[config.mk]
export PLATFORM = sky130hd
export DESIGN_NAME = positional_list_store
export DESIGN_NICKNAME = d
export VERILOG_FILES = /design/src/hdl/pls_pkg.sv /design/src/hdl/pls_ctrl.sv /design/src/hdl/pls_datapath.sv /design/src/hdl/positional_list_store.sv
export VERILOG_INCLUDE_DIRS = /design/src /design/src/hdl
export SDC_FILE = /design/constraint.sdc
export NUM_CORES = 1
export LEC_CHECK = 0
export CORE_MARGIN = 5
export CORE_UTILIZATION = 50
export CTS_CLUSTER_DIAMETER = 40
export DETAILED_ROUTE_END_ITERATION = 8
export DONT_BUFFER_PORTS = 1
export GPL_TIMING_DRIVEN = 0
export SETUP_SLACK_MARGIN = 0.3
export SLEW_MARGIN = 40
export SYNTH_ARGS = -nofsm -noshare
export SYNTH_HDL_FRONTEND = slang
export SYNTH_SLANG_ARGS = --single-unit
[constraint.sdc]
create_clock -name clock -period 5.4 [get_ports clock]
set_input_delay 0.54 -clock clock [delete_from_list [all_inputs] [get_ports clock]]
set_output_delay 0.54 -clock clock [all_outputs]
set_load 0.05 [all_outputs]
[src/hdl/positional_list_store_macros.svh]
// ---------------------------------------------------------------------------
// positional list store assertion macros
// shared concurrent assertion forms for the list store checks
// ---------------------------------------------------------------------------
`ifndef POSITIONAL_LIST_STORE_MACROS_SVH
`define POSITIONAL_LIST_STORE_MACROS_SVH

// same-cycle implication, disabled during reset
`define PLS_ASSERT_IMPLY(label, clk, rst, ante, cons, msg) \
   label: assert property (@(posedge clk) disable iff (rst) (ante) |-> (cons)) \
      else $error(msg);

// next-cycle implication, disabled during reset
`define PLS_ASSERT_NEXT(label, clk, rst, ante, cons, msg) \
   label: assert property (@(posedge clk) disable iff (rst) (ante) |=> (cons)) \
      else $error(msg);

`endif

[src/hdl/pls_pkg.sv]
// ---------------------------------------------------------------------------
// pls_pkg
// types, command codes and status codes of the positional list store
// ---------------------------------------------------------------------------
package pls_pkg;

   // field widths
   localparam int CMD_W      = 3;
   localparam int POSITION_W = 7;
   localparam int VALUE_W    = 8;
   localparam int STATUS_W   = 2;
   localparam int COUNT_W    = 7;

   // command codes
   localparam logic [CMD_W-1:0] CMD_INS_FRONT = 3'd0;
   localparam logic [CMD_W-1:0] CMD_INS_BACK  = 3'd1;
   localparam logic [CMD_W-1:0] CMD_INS_POS   = 3'd2;
   localparam logic [CMD_W-1:0] CMD_DEL_FRONT = 3'd3;
   localparam logic [CMD_W-1:0] CMD_DEL_POS   = 3'd4;

   // status codes
   localparam logic [STATUS_W-1:0] ST_OK     = 2'd0;
   localparam logic [STATUS_W-1:0] ST_EMPTY  = 2'd1;
   localparam logic [STATUS_W-1:0] ST_BADPOS = 2'd2;
   localparam logic [STATUS_W-1:0] ST_FULL   = 2'd3;

   // request beat
   typedef struct packed {
      logic [CMD_W-1:0]      cmd;
      logic [POSITION_W-1:0] position;
      logic [VALUE_W-1:0]    value;
   } req_type;

   // result beat
   typedef struct packed {
      logic [VALUE_W-1:0]  removed_value;
      logic [STATUS_W-1:0] status;
      logic [COUNT_W-1:0]  count;
   } rsp_type;

   // kind of list change a command makes
   typedef enum logic [1:0] {
      OP_NONE,
      OP_INS,
      OP_DEL
   } op_type;

   // controller to datapath
   typedef struct packed {
      logic load;
      logic setup;
      logic rd;
      logic place;
      logic commit;
   } ctrl_cmd_type;

   // datapath to controller
   typedef struct packed {
      op_type op_dec;
      op_type op_cur;
      logic   rem_zero;
   } dp_status_type;

endpackage

[src/hdl/pls_ctrl.sv]
// ---------------------------------------------------------------------------
// pls_ctrl
// sequencer: decide, walk the cell memory, place the new byte, reply
// ---------------------------------------------------------------------------
module pls_ctrl (
   input  logic                   clock,
   input  logic                   reset,
   input  logic                   start,
   output logic                   busy,
   input  pls_pkg::dp_status_type dp_status,
   output pls_pkg::ctrl_cmd_type  ctrl_cmd
);
   import pls_pkg::*;

   typedef enum logic [2:0] {
      S_IDLE,
      S_DECIDE,
      S_SHIFT,
      S_PLACE,
      S_REPLY
   } state_type;

   state_type state_ff;
   logic      busy_ff;

   // state and busy flag
   always_ff @(posedge clock) begin
      if (reset) begin
         state_ff <= S_IDLE;
         busy_ff  <= 1'b0;
      end else begin
         unique case (state_ff)
            S_IDLE: begin
               if (start) begin
                  state_ff <= S_DECIDE;
                  busy_ff  <= 1'b1;
               end
            end
            S_DECIDE: begin
               if (dp_status.op_dec == OP_NONE) state_ff <= S_REPLY;
               else state_ff <= S_SHIFT;
            end
            S_SHIFT: begin
               if (dp_status.rem_zero) begin
                  if (dp_status.op_cur == OP_INS) state_ff <= S_PLACE;
                  else state_ff <= S_REPLY;
               end
            end
            S_PLACE: begin
               state_ff <= S_REPLY;
            end
            S_REPLY: begin
               state_ff <= S_IDLE;
               busy_ff  <= 1'b0;
            end
            default: begin
               state_ff <= S_IDLE;
               busy_ff  <= 1'b0;
            end
         endcase
      end
   end

   assign busy = busy_ff;

   // datapath commands per state
   always_comb begin
      ctrl_cmd        = '0;
      ctrl_cmd.load   = (state_ff == S_IDLE) && start;
      ctrl_cmd.setup  = (state_ff == S_DECIDE);
      ctrl_cmd.rd     = (state_ff == S_SHIFT) && !dp_status.rem_zero;
      ctrl_cmd.place  = (state_ff == S_PLACE);
      ctrl_cmd.commit = (state_ff == S_REPLY);
   end

endmodule

[src/hdl/pls_datapath.sv]
// ---------------------------------------------------------------------------
// pls_datapath
// cell memory, element count, command checks and the shifting walk
// ---------------------------------------------------------------------------
module pls_datapath #(
   parameter int CAPACITY = 64
) (
   input  logic                   clock,
   input  logic                   reset,
   input  pls_pkg::ctrl_cmd_type  ctrl_cmd,
   output pls_pkg::dp_status_type dp_status,
   input  pls_pkg::req_type       req_item,
   output logic                   rsp_strobe,
   output pls_pkg::rsp_type       rsp_item
);
   import pls_pkg::*;

   localparam int AW    = (CAPACITY > 1) ? $clog2(CAPACITY) : 1;
   localparam int HW    = $clog2(CAPACITY + 1);
   localparam int CMPA  = (HW + 1 > POSITION_W) ? HW + 1 : POSITION_W;
   localparam int CMPW  = (CMPA > COUNT_W) ? CMPA : COUNT_W;

   logic [VALUE_W-1:0] mem [CAPACITY];

   req_type             req_ff;
   logic [HW-1:0]       held_ff;
   logic [HW-1:0]       held_in;
   op_type              op_ff;
   logic [STATUS_W-1:0] status_ff;
   logic [AW-1:0]       idx_ff;
   logic [HW-1:0]       rem_ff;
   logic [AW-1:0]       ptr_ff;
   logic                rd_vld_ff;
   logic [AW-1:0]       rd_addr_ff;
   logic [VALUE_W-1:0]  rd_data_ff;
   logic [VALUE_W-1:0]  removed_ff;
   logic                rsp_strobe_ff;
   rsp_type             rsp_ff;

   logic [CMPW-1:0]     pos_wide;
   logic [CMPW-1:0]     held_wide;
   logic [CMPW-1:0]     idx_wide;
   logic [CMPW-1:0]     count_wide;
   logic                full;
   logic                empty;
   op_type              op_dec;
   logic [STATUS_W-1:0] status_dec;

   logic                wr_en;
   logic [AW-1:0]       wr_addr;
   logic [VALUE_W-1:0]  wr_data;

   // request capture
   always_ff @(posedge clock) begin
      if (ctrl_cmd.load) req_ff <= req_item;
   end

   // command checks against the current count
   always_comb begin
      pos_wide   = CMPW'(req_ff.position);
      held_wide  = CMPW'(held_ff);
      full       = (held_ff == HW'(CAPACITY));
      empty      = (held_ff == '0);
      op_dec     = OP_NONE;
      status_dec = ST_OK;
      idx_wide   = '0;
      unique case (req_ff.cmd)
         CMD_INS_FRONT: begin
            if (full) status_dec = ST_FULL;
            else op_dec = OP_INS;
         end
         CMD_INS_BACK: begin
            if (full) begin
               status_dec = ST_FULL;
            end else begin
               op_dec   = OP_INS;
               idx_wide = held_wide;
            end
         end
         CMD_INS_POS: begin
            if (full) begin
               status_dec = ST_FULL;
            end else if (pos_wide == '0 || pos_wide > held_wide + 1'b1) begin
               status_dec = ST_BADPOS;
            end else begin
               op_dec   = OP_INS;
               idx_wide = pos_wide - 1'b1;
            end
         end
         CMD_DEL_FRONT: begin
            if (empty) status_dec = ST_EMPTY;
            else op_dec = OP_DEL;
         end
         CMD_DEL_POS: begin
            if (empty) begin
               status_dec = ST_EMPTY;
            end else if (pos_wide == '0 || pos_wide > held_wide) begin
               status_dec = ST_BADPOS;
            end else begin
               op_dec   = OP_DEL;
               idx_wide = pos_wide - 1'b1;
            end
         end
         default: begin
         end
      endcase
   end

   // walk control: op kind, remaining reads, read pointer
   always_ff @(posedge clock) begin
      if (reset) begin
         op_ff     <= OP_NONE;
         rem_ff    <= '0;
         rd_vld_ff <= 1'b0;
      end else begin
         rd_vld_ff <= ctrl_cmd.rd;
         if (ctrl_cmd.setup) begin
            op_ff  <= op_dec;
            rem_ff <= HW'(held_wide - idx_wide);
         end else if (ctrl_cmd.rd) begin
            rem_ff <= rem_ff - 1'b1;
         end
      end
   end

   // insert walks from the tail down, delete walks from the index up
   always_ff @(posedge clock) begin
      if (ctrl_cmd.setup) begin
         status_ff <= status_dec;
         idx_ff    <= AW'(idx_wide);
         if (op_dec == OP_INS) ptr_ff <= AW'(held_wide - 1'b1);
         else ptr_ff <= AW'(idx_wide);
      end else if (ctrl_cmd.rd) begin
         if (op_ff == OP_INS) ptr_ff <= AW'(ptr_ff - 1'b1);
         else ptr_ff <= AW'(ptr_ff + 1'b1);
      end
   end

   // write port: shifted element, or the new byte at its slot
   always_comb begin
      wr_en   = 1'b0;
      wr_addr = idx_ff;
      wr_data = req_ff.value;
      priority if (rd_vld_ff && (op_ff == OP_INS || rd_addr_ff != idx_ff)) begin
         wr_en   = 1'b1;
         wr_data = rd_data_ff;
         if (op_ff == OP_INS) wr_addr = AW'(rd_addr_ff + 1'b1);
         else wr_addr = AW'(rd_addr_ff - 1'b1);
      end else if (ctrl_cmd.place) begin
         wr_en = 1'b1;
      end else begin
         wr_en = 1'b0;
      end
   end

   // cell memory, registered read
   always_ff @(posedge clock) begin
      if (wr_en) mem[wr_addr] <= wr_data;
      if (ctrl_cmd.rd) begin
         rd_data_ff <= mem[ptr_ff];
         rd_addr_ff <= ptr_ff;
      end
   end

   // first element read by a delete is the one removed
   always_ff @(posedge clock) begin
      if (rd_vld_ff && op_ff == OP_DEL && rd_addr_ff == idx_ff) removed_ff <= rd_data_ff;
   end

   // new count
   always_comb begin
      unique case (op_ff)
         OP_INS:  held_in = held_ff + 1'b1;
         OP_DEL:  held_in = held_ff - 1'b1;
         default: held_in = held_ff;
      endcase
      count_wide = CMPW'(held_in);
   end

   // count and result beat
   always_ff @(posedge clock) begin
      if (reset) begin
         held_ff       <= '0;
         rsp_strobe_ff <= 1'b0;
      end else begin
         rsp_strobe_ff <= ctrl_cmd.commit;
         if (ctrl_cmd.commit) held_ff <= held_in;
      end
   end

   always_ff @(posedge clock) begin
      if (ctrl_cmd.commit) begin
         rsp_ff.removed_value <= (op_ff == OP_DEL) ? removed_ff : '0;
         rsp_ff.status        <= status_ff;
         rsp_ff.count         <= count_wide[COUNT_W-1:0];
      end
   end

   assign rsp_strobe         = rsp_strobe_ff;
   assign rsp_item           = rsp_ff;
   assign dp_status.op_dec   = op_dec;
   assign dp_status.op_cur   = op_ff;
   assign dp_status.rem_zero = (rem_ff == '0);

endmodule

[src/hdl/positional_list_store.sv]
// From accept to result strobe, an insert or delete walks count minus the 0-based
// index elements; rejected or unknown commands skip the walk.
// One command at a time; the next is taken at the edge that ends the strobe.
// The time a command takes is set by the element-by-element walk, one read and one write a cycle.
// Reset clears the count and the sequencer; the cell memory is not cleared.
// ---------------------------------------------------------------------------
// positional_list_store
// bounded ordered byte list with insert and delete at front, back or position
// ---------------------------------------------------------------------------
`include "positional_list_store_macros.svh"

module positional_list_store #(
   parameter int CAPACITY = 64
) (
   input  logic             clock,
   input  logic             reset,
   input  logic             start,
   output logic             busy,
   input  pls_pkg::req_type req_item,
   output logic             rsp_strobe,
   output pls_pkg::rsp_type rsp_item
);
   import pls_pkg::*;

   ctrl_cmd_type  ctrl_cmd;
   dp_status_type dp_status;

   // sequencer
   pls_ctrl u_ctrl (
      .clock     (clock),
      .reset     (reset),
      .start     (start),
      .busy      (busy),
      .dp_status (dp_status),
      .ctrl_cmd  (ctrl_cmd)
   );

   // storage and checks
   pls_datapath #(
      .CAPACITY (CAPACITY)
   ) u_datapath (
      .clock      (clock),
      .reset      (reset),
      .ctrl_cmd   (ctrl_cmd),
      .dp_status  (dp_status),
      .req_item   (req_item),
      .rsp_strobe (rsp_strobe),
      .rsp_item   (rsp_item)
   );

   // checks
`PLS_ASSERT_NEXT(a_accept_busy, clock, reset, start && !busy, busy, "busy not raised after accept")
`PLS_ASSERT_IMPLY(a_strobe_idle, clock, reset, rsp_strobe, !busy, "result beat while still busy")
`PLS_ASSERT_IMPLY(a_empty_count, clock, reset, rsp_strobe && rsp_item.status == ST_EMPTY, rsp_item.count == '0, "empty status with nonzero count")
`PLS_ASSERT_IMPLY(a_removed_ok, clock, reset, rsp_strobe && rsp_item.removed_value != '0, rsp_item.status == ST_OK, "removed byte on a failed command")

endmodule

# Word level (Yosys, flattened, before mapping)
# Memories as Yosys holds them, arrays and structs flattened. A register that Yosys moved wholly into a read port is not among the register bits.
# Index checks and enable logic that the tools add are counted.
dict set report totals {
  regBits 85
  latch_bits 0
  ram_bits 512
  mem_bits_ro 0
  input_bits 21
  output_inout_bits 19
  elab_cells 110
  n_memories 1
}
# name words width read_ports rd_ports_with_merged_regs write_ports line
set memory_table {}
lappend memory_table {u_datapath.mem 64 8 1 1 1 pls_datapath.sv:23} ;# logic [VALUE_W-1:0] mem [CAPACITY];
dict set report classes {
  addsub 11
  n_mul 0
  n_div 0
  order_cmp 2
  eq_ne 16
  n_shift 0
  n_mux 41
  bitwise_logic 1
  n_reduce_logical 20
}
# op count
set op_table {}
lappend op_table {{7-bit 2-to-1 mux} 7}
lappend op_table {{6-bit 2-to-1 mux} 6}
lappend op_table {{7-bit logical NOT} 3}
lappend op_table {{7-bit one-hot mux with 3 select lines} 1}
lappend op_table {{7-bit by 1-bit subtractor with 7-bit output, second input constant} 3}
lappend op_table {{2-bit 2-to-1 mux} 9}
lappend op_table {{6-bit by 1-bit subtractor with 6-bit output, second input constant} 3}
lappend op_table {{2-bit one-hot mux with 4 select lines} 2}
lappend op_table {{7-bit one-hot mux with 2 select lines} 1}
lappend op_table {{6-bit by 1-bit adder with 6-bit output, second input constant} 2}
lappend op_table {{3-bit by 2-bit == test with 1-bit output, second input constant} 4}
lappend op_table {{3-bit 2-to-1 mux} 4}
lappend op_table {{3-bit one-hot mux with 4 select lines} 1}
lappend op_table {{7-bit by 1-bit adder with 8-bit output, second input constant} 1}
lappend op_table {{7-bit by 8-bit > comparator with 1-bit output} 1}
lappend op_table {{1-bit 2-to-1 mux} 8}
lappend op_table {{8-bit 2-to-1 mux} 1}
lappend op_table {{7-bit by 1-bit adder with 7-bit output, second input constant} 1}
lappend op_table {{7-bit == test, second input constant} 1}
lappend op_table {{7-bit > comparator} 1}
lappend op_table {{7-bit subtractor} 1}
lappend op_table {{3-bit by 1-bit == test with 1-bit output, second input constant} 2}
lappend op_table {{3-bit == test, second input constant} 2}
lappend op_table {{6-bit == test} 1}
lappend op_table {{16 further kinds} 25}

# Longest topological paths before layout
# Gate-level depths: netlist of run 1.
dict set report depth {
  ltp_word 9
  ltp_mapped 22
  ltp_nobuf 20
}

# Cells and area by module
# From an unflattened synthesis of run 1, not the netlist that was laid out.
dict set report hier_totals {
  hier_cells 1312
  area_unflattened_um2 25161.6
}
# module instances cells_each area_per_inst_um2
set modules_own_cells {}
lappend modules_own_cells {pls_datapath 1 1282 24895.1}
lappend modules_own_cells {pls_ctrl 1 30 266.5}

# Worst setup path after synthesis of run 1
# OpenSTA, ideal clock, no wires.
dict set report synth_path {
  path_type {register -> register}
  start {register u_datapath.held_ff[3]}
  end {register u_datapath.rem_ff[6]}
  arrival_ns 4.003
  path_slack_ns 1.310
  path_stages_with_launch 23
  n_path_buf 2
  period_less_slack_ns 4.090
  cell_sequence {dfxtp_1 clkbuf_1 inv_1 nor3_1 nand3_1 xnor2_1 ha_1 a21o_1 a21oi_1 a211oi_1 a21o_1 and2_1 buf_2 o21ai_0 ha_1 fa_1 nor2b_1 o21ai_0 a21oi_1 o21a_1 nor2_1 o21a_1 o31ai_1}
}
dict set report synth_between {
  elab_chain_len 8
  elab_cells_between_ends 15
}
# item line
set synth_rtl {}
lappend synth_rtl {{start: declaration} pls_datapath.sv:26} ;# logic [HW-1:0] held_ff;
lappend synth_rtl {{start signal: assignment} pls_datapath.sv:187} ;# if (ctrl_cmd.commit) held_ff <= held_in;
lappend synth_rtl {{7-bit by 1-bit adder with 8-bit output} pls_datapath.sv:83} ;# end else if (pos_wide == '0 || pos_wide > held_wide + 1'b1) begin
lappend synth_rtl {{7-bit by 8-bit > comparator with 1-bit output} pls_datapath.sv:83}
lappend synth_rtl {{1-bit logical OR} pls_datapath.sv:83}
lappend synth_rtl {{7-bit 2-to-1 mux} pls_datapath.sv:83}
lappend synth_rtl {{7-bit 2-to-1 mux} pls_datapath.sv:81} ;# if (full) begin
lappend synth_rtl {{7-bit one-hot mux with 3 select lines (*)} pls_datapath.sv:67} ;# unique case (req_ff.cmd)
lappend synth_rtl {{net u_datapath.idx_wide[0]} pls_datapath.sv:42} ;# logic [CMPW-1:0] idx_wide;
lappend synth_rtl {{7-bit subtractor (*)} pls_datapath.sv:119} ;# rem_ff <= HW'(held_wide - idx_wide);
lappend synth_rtl {{7-bit 2-to-1 mux (*)} pls_datapath.sv:117} ;# if (ctrl_cmd.setup) begin
lappend synth_rtl {{end signal: assignment} pls_datapath.sv:119}
lappend synth_rtl {{end signal: assignment} pls_datapath.sv:121} ;# rem_ff <= rem_ff - 1'b1;
lappend synth_rtl {{end: declaration} pls_datapath.sv:31} ;# logic [HW-1:0] rem_ff;
# The timed path passes the listed nets; every way through them passes the cells marked *.
# A chain may end at the register's enable or synchronous reset.

# Worst setup path in the final report of run 1
dict set report layout_path {
  start {register u_datapath.op_ff[1]}
  end {memory u_datapath.mem[53][3], enable pin}
}
dict set report layout_between {
  elab_chain_len 6
  elab_cells_between_ends 8
}
# item line
set layout_rtl {}
lappend layout_rtl {{start: declaration} pls_datapath.sv:28} ;# op_type op_ff;
lappend layout_rtl {{start signal: assignment} pls_datapath.sv:118} ;# op_ff <= op_dec;
lappend layout_rtl {{2-bit by 1-bit == test with 1-bit output (*)} {pls_datapath.sv:144, pls_datapath.sv:147}}
lappend layout_rtl {{1-bit logical OR} pls_datapath.sv:144} ;# priority if (rd_vld_ff && (op_ff == OP_INS || rd_addr_ff != idx_ff)) begin
lappend layout_rtl {{1-bit logical AND} pls_datapath.sv:144}
lappend layout_rtl {{1-bit 2-to-1 mux} pls_datapath.sv:144}
lappend layout_rtl {{1-bit 2-to-1 mux} pls_datapath.sv:158} ;# if (wr_en) mem[wr_addr] <= wr_data;
lappend layout_rtl {{1-bit 2-to-1 mux (implied by the code)} pls_datapath.sv:158}
lappend layout_rtl {{end: declaration} pls_datapath.sv:23}
# Mark *: on every way between the ends. The rest lies on a longest branch, timed or not.

==> results of run 1 <==
registers in the layout, summed over array words and instances (netlist names):
| signal | count |
|---|---|
| u_datapath.rsp_item | 17 |
| u_datapath.rd_vld_ff | 1 |
| u_ctrl.busy | 1 |
| u_datapath.rsp_strobe | 1 |
| u_datapath.status_ff | 2 |
| u_datapath.rd_data_ff | 8 |
| u_ctrl.state_ff | 3 |
| u_datapath.req_ff | 11 |
| u_datapath.ptr_ff | 6 |
| u_datapath.idx_ff | 6 |
| u_datapath.mem | 512 |
| u_datapath.rem_ff | 7 |
| u_datapath.pos_wide | 7 |
| u_datapath.held_ff | 7 |
| u_datapath.op_ff | 2 |
| u_datapath.removed_ff | 8 |
| u_datapath.rd_addr_ff | 6 |
stage by stage:
stage / instance area [µm²] / utilization [%] / setup WS, ps / power [µW] / hold slack, ps
after CTS: 29100 / 58.2 / 488 / 11700 / 0.306
after floorplan: 25200 / - / 1310 / 5890 / 400
after detailed placement: 26100 / 52.3 / 255 / 6190 / 411
after global routing: 29200 / 58.5 / 303 / 11900 / 105
final: 29200 / 58.5 / 674 / 11600 / 124
after global placement: 26000 / 52.1 / 264 / 6170 / 406
layout make-up:
| cell class | count | area, µm² |
|---|---|---|
| clock inverter | 60 | 627 |
| timing repair buffer | 28 | 248 |
| buffer | 63 | 333 |
| inverter | 42 | 161 |
| multi-input combinational | 604 | 6860 |
| fill | 3709 | 20700 |
| sequential | 605 | 17900 |
| clock buffer | 95 | 2210 |
| tap | 672 | 841 |
synthesized netlist by cell type, drive strengths merged, types with 5 or more instances:
master	number	area (µm²)
buf	34	206
nand3	16	80.1
mux2	11	124
nor3	10	50.1
nand2	41	154
or3	7	43.8
and2	10	62.6
inv	42	158
a22o	5	43.8
o21a	7	52.6
mux2i	6	60.1
xor2	13	114
xnor2	32	280
a211oi	9	67.6
o211ai	7	52.6
o21ai	15	75.1
o31ai	5	37.5
clkbuf	29	109
nor2b	9	56.3
nor2	98	395
ha	43	538
a21o	11	82.6
mux4	168	3780
edfxtp	583	17500
a21oi	30	150
dfxtp	22	440
critical path, stage by stage, from the launching register on:
cell and delay [ps]:
dfxtp_1 320, inv_1 60, ha_1 380, clkbuf_1 440
inv_1 280, ha_1 330, a21o_1 170, a21oi_1 220
o21bai_1 120, a2111oi_0 410, a221o_1 380, nand3_1 450
nor2_1 790
worst max-delay path by stage:
stage / end / startpoint / cells after the start / slack [ps]
floorplan: u_datapath.rem_ff[6]$_SDFFE_PP0P_ / u_datapath.held_ff[3]$_SDFFE_PP0P_ / 22 / 1310
global placement: u_datapath.rem_ff[6]$_SDFFE_PP0P_ / u_datapath.held_ff[0]$_SDFFE_PP0P_ / 21 / 260
detailed placement: u_datapath.rem_ff[6]$_SDFFE_PP0P_ / u_datapath.held_ff[0]$_SDFFE_PP0P_ / 21 / 250
CTS: u_datapath.rem_ff[6]$_SDFFE_PP0P_ / u_datapath.held_ff[3]$_SDFFE_PP0P_ / 22 / 490
global route: u_datapath.rem_ff[6]$_SDFFE_PP0P_ / u_datapath.held_ff[3]$_SDFFE_PP0P_ / 22 / 300
finish: u_datapath.mem[53][3]$_DFFE_PP_ / u_datapath.op_ff[1]$_SDFFE_PP0P_ / 12 / 670
logic make-up (layout without fill, tap and decap cells):
kind of cell             count (synthesis)  after routing  synth area share (%)
AND/OR/NAND/NOR                        220            220                  4.18
buffers and inverters                  105            288                  1.88
XOR/XNOR                                45             45                  1.57
AO/OA/AOI/OAI                          107            107                  2.88
flip-flops                             605            605                  71.3
multiplexers                           185            185                  15.8
adder cells (fa/ha/maj)                 47             47                  2.45
power breakdown:
group | internal [µW] | total, µW | switching (µW)
combinational | 350 | 841 | 491
clock | 3340 | 5460 | 2120
sequential | 5220 | 5260 | 40.4
total | 8910 | 11600 | 2650
timing repair:
| action | in CTS | in global routing |
|---|---|---|
| hold endpoints to repair | 12 | 7 |
| resized for setup | 3 | 7 |
| buffers inserted | 0 | 4 |
| hold buffers | 12 | 7 |
| setup endpoints to repair | 1 | 1 |
per-layer routing:
layer | share of wire, % | GRT usage, % | vias up
met2 | 47 | 33.8 | 451
met1 | 43 | 31.2 | 6645
met4 | 2.3 | 5.73 | 4
li1 | - | - | 5575
met5 | 0.059 | 0 | -
met3 | 7.2 | 5.35 | 91
==> impl_metrics.json, run 1 <==
{
  "outcome": "completed",
  "hold_path_class": "in -> reg",
  "final.setup.tns_ps": 0,
  "synthCells": 1314,
  "drv_cap": 0,
  "rr_worst_depth": 12,
  "globalRouteOverflowTotal": 0,
  "r2r_start": "u_datapath.op_ff[1]$_SDFFE_PP0P_",
  "wire_per_inst_um": 26.8,
  "period_share_pct": 87.5,
  "postSynthAreaPerCell_um2": 19.2,
  "coreArea_mm2": 0.0500,
  "grt_max_degree": 65,
  "min_to": "u_ctrl.state_ff[2]$_SDFFE_PP0P_",
  "setup_viol": 0,
  "async_flop_share_pct": 0,
  "synth_edf_count": 583,
  "synth-seq-cells": 605,
  "finalWirelength_um": 58100,
  "worstHoldPathCells": 2,
  "start_util_pct": 50.4,
  "area.growth.synth_to_final_pct": 16.1,
  "rrSetupSlack_ps": 670,
  "cts_buffers": 85,
  "final_layout_size_suffix_gt1_share_pct": 26.5,
  "antenna_found_initial": 2,
  "ys.flop_type": "edfxtp_1",
  "crit_path_max_fanout": 8,
  "syn_area_mm2": 0.0252,
  "htreeDepth": 3,
  "seq_area_frac_synth_pct": 71.3,
  "fin_skew_ps": 19.7,
  "final_cells": 2169,
  "synthesis.nets": 1382,
  "dp.cells": 1991,
  "io_pins": 40,
  "finalHoldViolCount": 0,
  "period_minus_slack_ps": 4730,
  "peakVddDrop_v": 0.000318,
  "cp.required_ps": 5630,
  "dieHeight_um": 234,
  "p_per_area_mw_per_mm2": 396,
  "via_per_inst": 5.89,
  "grt_pass1_wl_um": 85600,
  "ant_nets": 0,
  "relSlewSlack_pct": 37.8,
  "grt_pass1_vias": 12821,
  "cts_max_path_buffers": 3,
  "cts_tree": "done",
  "hold_path.startpoint": "reset",
  "dp_hpwl_um": 37000,
  "layout_commonest_cell": "edfxtp_1",
  "worstSetupEndpointType": "register",
  "clock_latency_ps": 610,
  "path_class": "reg -> reg",
  "most-common-layout-cells": "edfxtp_1, mux4_2, clkbuf_16",
  "yosys_warnings": 0,
  "std_cell_rows": 82,
  "nets": 1497,
  "arrival_ps": 4950,
  "finalMaxSlewViolations": 0,
  "total_leakage_power_uw": 0.00950,
  "num_vias": 12766,
  "cp-start-kind": "register",
  "n_antenna_cell": 0,
  "place.gp.congestion": 0.830,
  "track_usage_pct": 21.7,
  "cts_sinks": 605,
  "ctsRootBufferMaster": "clkbuf_16",
  "drtPass1Iterations": 5,
  "rsz0062_at_grt": "false",
  "numPortBuffers": 0,
  "yosys.cell_types.count": 57,
  "clk_pin_slew_ps": 50,
  "worst_pin_slew_ps": 930,
  "r2r-end": "u_datapath.mem[53][3]$_DFFE_PP_",
  "post-route-drc-count": 0,
  "die_x_um": 234,
  "dieArea_mm2": 0.0549,
  "fmax_mhz": 212,
  "drtIter0Drc": 1181
}
No activity file was read; power rests on OpenSTA's default activity.
==> run 2: changes to the inputs <==
--- a/config.mk
+++ b/config.mk
@@ -6,12 +6,14 @@
 export SDC_FILE = /design/constraint.sdc
 export NUM_CORES = 1
 export LEC_CHECK = 0
+export ABC_CLOCK_PERIOD_IN_PS = 5400
 export CORE_MARGIN = 5
-export CORE_UTILIZATION = 50
+export CORE_UTILIZATION = 57
 export CTS_CLUSTER_DIAMETER = 40
 export DETAILED_ROUTE_END_ITERATION = 8
 export DONT_BUFFER_PORTS = 1
 export GPL_TIMING_DRIVEN = 0
+export PLACE_DENSITY = 0.83
 export SETUP_SLACK_MARGIN = 0.3
 export SLEW_MARGIN = 40
 export SYNTH_ARGS = -nofsm -noshare
==> run 2 against run 1 <==
  * Sequential power about the same
  * Power decreased by 3.6%
  * Sequential share of layout area increased by 1.4 points
  * Count of clock-buffer cells in the layout decreased by 15
  * Final cell count decreased by 5.7%
  * Largest power group is now sequential cells
  * Non-clock buffer count decreased by 23
  * Global-route usage increased by 3.8 points
  * Via count increased by 4.4%
  * Register-to-register slack got worse by 430 ps
  * Cell area decreased by 2.2%
  * First-iteration DRC count increased by 48%
  * Setup slack got worse by 430 ps
==> impl_metrics.json, run 2 (synthesis results as in run 1) <==
{
  "cts_setup_buffers": 0,
  "arrival_ps": 5370,
  "dieArea_mm2": 0.0485,
  "num_vias": 13326,
  "die_x_um": 220,
  "fin_hold_ws_ps": 23.5,
  "wire_per_inst_um": 29.3,
  "crit_path_max_fanout": 8,
  "worst_pin_slew_ps": 891,
  "cp.required_ps": 5620,
  "grt_max_degree": 65,
  "outcome": "completed",
  "peakVddDrop_v": 0.000214,
  "track_usage_pct": 25.4,
  "place.gp.congestion": 0.877,
  "ant_nets": 0,
  "cp-start-kind": "register",
  "setup_viol": 0,
  "p_per_area_mw_per_mm2": 390,
  "rsz0062_at_grt": "true",
  "std_cell_rows": 77,
  "fin_skew_ps": 32.9,
  "dieHeight_um": 220,
  "globalRouteOverflowTotal": 0,
  "numPortBuffers": 0,
  "period_share_pct": 95.4,
  "fmax_mhz": 194,
  "cts_sinks": 605,
  "worstSetupEndpointType": "register",
  "relSlewSlack_pct": 40.4,
  "grt_pass1_vias": 13784,
  "io_pins": 40,
  "area.growth.synth_to_final_pct": 13.5,
  "most-common-layout-cells": "edfxtp_1, mux4_2, nor2_1, clkbuf_16, ha_1",
  "hold_path_class": "in -> reg",
  "finalWirelength_um": 60000,
  "drtIter0Drc": 1753,
  "cts_buffers": 73,
  "ctsRootBufferMaster": "clkbuf_16",
  "post-route-drc-count": 0,
  "cts_tree": "done",
  "via_per_inst": 6.52,
  "antenna_found_initial": 0,
  "final_layout_size_suffix_gt1_share_pct": 25.1,
  "path_class": "reg -> reg",
  "clk_pin_slew_ps": 60,
  "drv_cap": 0,
  "nets": 1462,
  "final.setup.tns_ps": 0,
  "cts_max_path_buffers": 3,
  "finalHoldViolCount": 0,
  "top_register": "u_datapath.mem",
  "htreeDepth": 3,
  "coreArea_mm2": 0.0439,
  "largest_register_ffs": 512,
  "dp_hpwl_um": 35700,
  "total_leakage_power_uw": 0.00927,
  "period_minus_slack_ps": 5150,
  "layout_commonest_cell": "edfxtp_1",
  "drtPass1Iterations": 6,
  "finalMaxSlewViolations": 0,
  "num-fill-cells": 2699,
  "start_util_pct": 57.3,
  "grt_pass1_wl_um": 89700,
  "clock_latency_ps": 610
}
run 2: cell count changes in the layout (fill, tap and decap cells not counted), sizes merged:
cell and delta:
buf -4, bufinv +1, clkbuf -15, clkinvlp -5, diode +1, dlygate4sd3 -19
inv -3
run 2: final timing paths:
check / from / endpoint / slack (ps) / cells after the start
setup / recovery: u_datapath.op_ff[1]$_SDFFE_PP0P_ / u_datapath.mem[57][3]$_DFFE_PP_ / 250 / 12
setup reg to reg: u_datapath.op_ff[1]$_SDFFE_PP0P_ / u_datapath.mem[57][3]$_DFFE_PP_ / 250 / 12
hold reg to reg: u_datapath.status_ff[1]$_DFFE_PP_ / u_datapath.rsp_item[8]$_DFFE_PP_ / 420 / 0
hold / removal: req_item[6] / u_datapath.req_ff[6]$_DFFE_PP_ / 20 / 0
run 2: through the flow:
step | cells | power, µW | setup slack (ps) | util (%) | area [µm²]
after CTS | 2043 | 11200 | 357 | 64.9 | 28500
after floorplan | 1314 | 5890 | 1310 | - | 25200
after detailed placement | 1910 | 6150 | 379 | 59.2 | 26000
after global routing | 2044 | 11500 | 178 | 65.0 | 28600
after global placement | 1906 | 6120 | 456 | 59.0 | 25900
final | 2045 | 11100 | 246 | 65.0 | 28600
run 2: final cells by class:
| cell class | instances | area (µm²) | area share (%) |
|---|---|---|---|
| Sequential cell | 605 | 17900 | 62.8 |
| Multi-Input combinational cell | 604 | 6840 | 23.9 |
| Clock buffer | 80 | 1900 | 6.63 |
| Tap cell | 592 | 741 | 2.59 |
| Clock inverter | 53 | 631 | 2.21 |
| Buffer | 63 | 327 | 1.14 |
| Inverter | 42 | 158 | 0.552 |
| Timing Repair Buffer | 5 | 30.0 | 0.105 |
| Antenna cell | 1 | 2.50 | 0.00876 |
run 2: critical path, cell delays in order (launching register included):
cell	delay (ps)
dfxtp_1	320
inv_1	60
ha_1	370
clkbuf_1	470
inv_1	310
ha_1	360
a21o_1	180
a21oi_1	240
o21bai_1	140
a2111oi_0	600
a221o_1	380
nand3_1	530
nor2_1	790
run 2: timing repair:
action	in CTS	in global routing
resized for setup	0	10
endpoints found under the setup margin	0	83
hold buffers	0	0
run 2: routing by layer:
layer	up-vias	wire length (µm)	GRT usage (%)
met2	852	30900	43.5
met4	0	2330	9.65
met3	158	5320	5.71
met5	-	0	0
li1	5477	-	-
met1	6839	21400	32.3
run 2: power breakdown:
| group | switching (µW) | internal, µW | leakage, µW |
|---|---|---|---|
| sequential | 40.9 | 5210 | 0.00544 |
| combinational | 497 | 341 | 0.00260 |
| clock | 2050 | 3000 | 0.00123 |
==> run 3: changes to the inputs <==
--- a/config.mk
+++ b/config.mk
@@ -8,12 +8,12 @@
 export LEC_CHECK = 0
 export ABC_CLOCK_PERIOD_IN_PS = 5400
 export CORE_MARGIN = 5
-export CORE_UTILIZATION = 57
+export CORE_UTILIZATION = 46
 export CTS_CLUSTER_DIAMETER = 40
 export DETAILED_ROUTE_END_ITERATION = 8
 export DONT_BUFFER_PORTS = 1
 export GPL_TIMING_DRIVEN = 0
-export PLACE_DENSITY = 0.83
+export PLACE_DENSITY = 0.72
 export SETUP_SLACK_MARGIN = 0.3
 export SLEW_MARGIN = 40
 export SYNTH_ARGS = -nofsm -noshare
==> run 3 against run 2 <==
  * Clock skew shrank 3.8 ps
  * Routed wire length down 7.5%
  * Fmax increased by 8.4%
  * Clock power is essentially flat
  * Global-route usage fell by 6.7 points
  * Critical endpoint is now u_datapath.rem_ff[6]$_SDFFE_PP0P_
==> impl_metrics.json, run 3 (synthesis results as in run 1) <==
{
  "outcome": "completed",
  "cts_sinks": 605,
  "globalRouteOverflowTotal": 0,
  "via_per_inst": 5.89,
  "utilization_pct": 53.6,
  "num-fill-cells": 4047,
  "final.setup.tns_ps": 0,
  "io_pins": 40,
  "largest_register_ffs": 512,
  "rrSetupSlack_ps": 650,
  "die_x_um": 244,
  "dpl_cell_area_mm2": 0.0261,
  "total_leakage_power_uw": 0.00935,
  "drv_cap": 0,
  "cts_buffers": 77,
  "area.growth.synth_to_final_pct": 14.9,
  "final_layout_size_suffix_gt1_share_pct": 24.5,
  "cp.required_ps": 5890,
  "ant_nets": 0,
  "top_register": "u_datapath.mem",
  "arrival_ps": 5240,
  "grt_pass1_wl_um": 83300,
  "htreeDepth": 3,
  "cts_setup_buffers": 0,
  "clk_pin_slew_ps": 60,
  "cts_tree": "done",
  "crit_chain": "inv_1, nor3_1, nand3_1, xnor2_1, ha_1, a21o_1, a21oi_1, a211oi_2, a21o_1, and2_1, buf_2, o21ai_1, ha_1, fa_1, nor2b_1, o21ai_0, a21oi_1, o21a_1, nor2_1, nor3_1, o31ai_1",
  "crit_path_max_fanout": 10,
  "clock_latency_ps": 630,
  "dieHeight_um": 244,
  "worstSetupEndpointType": "register",
  "fin_skew_ps": 29.2,
  "ctsRootBufferMaster": "clkbuf_16",
  "finalHoldViolCount": 0,
  "num_vias": 12810,
  "most-common-layout-cells": "edfxtp_1, mux4_2, nor2_1",
  "antenna_found_initial": 0,
  "wire_per_inst_um": 25.5,
  "grt_max_degree": 65,
  "fin_area_mm2": 0.0289,
  "period_share_pct": 88.0,
  "place.gp.congestion": 0.840,
  "track_usage_pct": 18.7,
  "grt_pass1_vias": 12985,
  "start_util_pct": 46.6,
  "path_class": "reg -> reg",
  "cp-start-kind": "register",
  "drtIter0Drc": 1264,
  "coreArea_mm2": 0.0540,
  "hold_path_class": "in -> reg",
  "p_per_area_mw_per_mm2": 386,
  "rsz0062_at_grt": "false",
  "fmax_mhz": 210,
  "setup_viol": 0,
  "drtPass1Iterations": 5,
  "cpMaxStageDelayCell": "dfxtp_1",
  "nets": 1485,
  "finalWirelength_um": 55500,
  "dp_hpwl_um": 35100,
  "finalMaxSlewViolations": 0,
  "layout_commonest_cell": "edfxtp_1",
  "period_minus_slack_ps": 4750,
  "worst_pin_slew_ps": 860,
  "dieArea_mm2": 0.0595,
  "numPortBuffers": 0,
  "cts_max_path_buffers": 3,
  "post-route-drc-count": 0,
  "relSlewSlack_pct": 42.7,
  "std_cell_rows": 85,
  "n_antenna_cell": 0,
  "max_stage_delay_ps": 580,
  "peakVddDrop_v": 0.000236
}
-- run 3: cell types whose count changed in the layout (fill, tap and decap cells not counted), sizes merged --
| cell | before | now |
|---|---|---|
| dlygate4sd3 | 0 | 19 |
| diode | 1 | 0 |
| inv | 56 | 49 |
| bufinv | 8 | 7 |
| clkinvlp | 5 | 9 |
| buf | 37 | 39 |
| clkbuf | 111 | 112 |
| clkinv | 26 | 34 |
-- run 3: per-stage QoR --
step                setup WS [ps]  std cells  hold WS (ps)  total power (µW)
finish                        647       2174           103             11200
floorplan                    1310       1314           400              5890
CTS                           380       2174          73.5             11200
detailed placement            412       2015           413              6170
global placement              386       2010           413              6150
global route                  317       2174           110             11500
-- run 3: layer usage --
layer | GRT usage (%) | wire (µm)
met5 | 0 | 0
met4 | 5.82 | 1340
met3 | 4.09 | 4170
met2 | 31.1 | 27700
met1 | 25.0 | 22300
-- run 3: critical path: cells and delay by family (launching register included) --
family	cells	cell delay [ps]
AO/OA/AOI/OAI	9	1310
AND/OR/NAND/NOR	6	1140
adder cells (fa/ha/maj)	3	950
flip-flops	1	580
buffers and inverters	2	490
XOR/XNOR	1	160
-- run 3: final cells by class --
type,count,area (µm²),area share (%)
Sequential cell,605,17900,62.0
Multi-Input combinational cell,604,6820,23.6
Clock buffer,83,1950,6.74
Tap cell,696,871,3.01
Clock inverter,57,643,2.22
Buffer,63,327,1.13
Timing Repair Buffer,24,218,0.752
Inverter,42,158,0.545
-- run 3: report_power, final --
part	leakage [µW]	total (µW)	switching (µW)	internal, µW
combinational	0.00267	830	481	349
sequential	0.00544	5260	38.8	5220
clock	0.00124	5080	2070	3010
total	0.00935	11200	2590	8580
-- run 3: final timing paths --
| kind | cells after the start | end | start |
|---|---|---|---|
| worst max-delay path | 21 | u_datapath.rem_ff[6]$_SDFFE_PP0P_ | u_datapath.held_ff[4]$_SDFFE_PP0P_ |
| worst min-delay path | 2 | u_ctrl.state_ff[2]$_SDFFE_PP0P_ | reset |
| worst max register to register | 21 | u_datapath.rem_ff[6]$_SDFFE_PP0P_ | u_datapath.held_ff[4]$_SDFFE_PP0P_ |
| worst min register to register | 0 | u_datapath.rsp_item[7]$_DFFE_PP_ | u_datapath.status_ff[0]$_DFFE_PP_ |
-- run 3: timing repair --
item                       4_1_cts  5_1_grt
hold endpoints to repair        19        0
hold buffers                    19        0
setup endpoints to repair        0        2
gates resized for setup          0        8
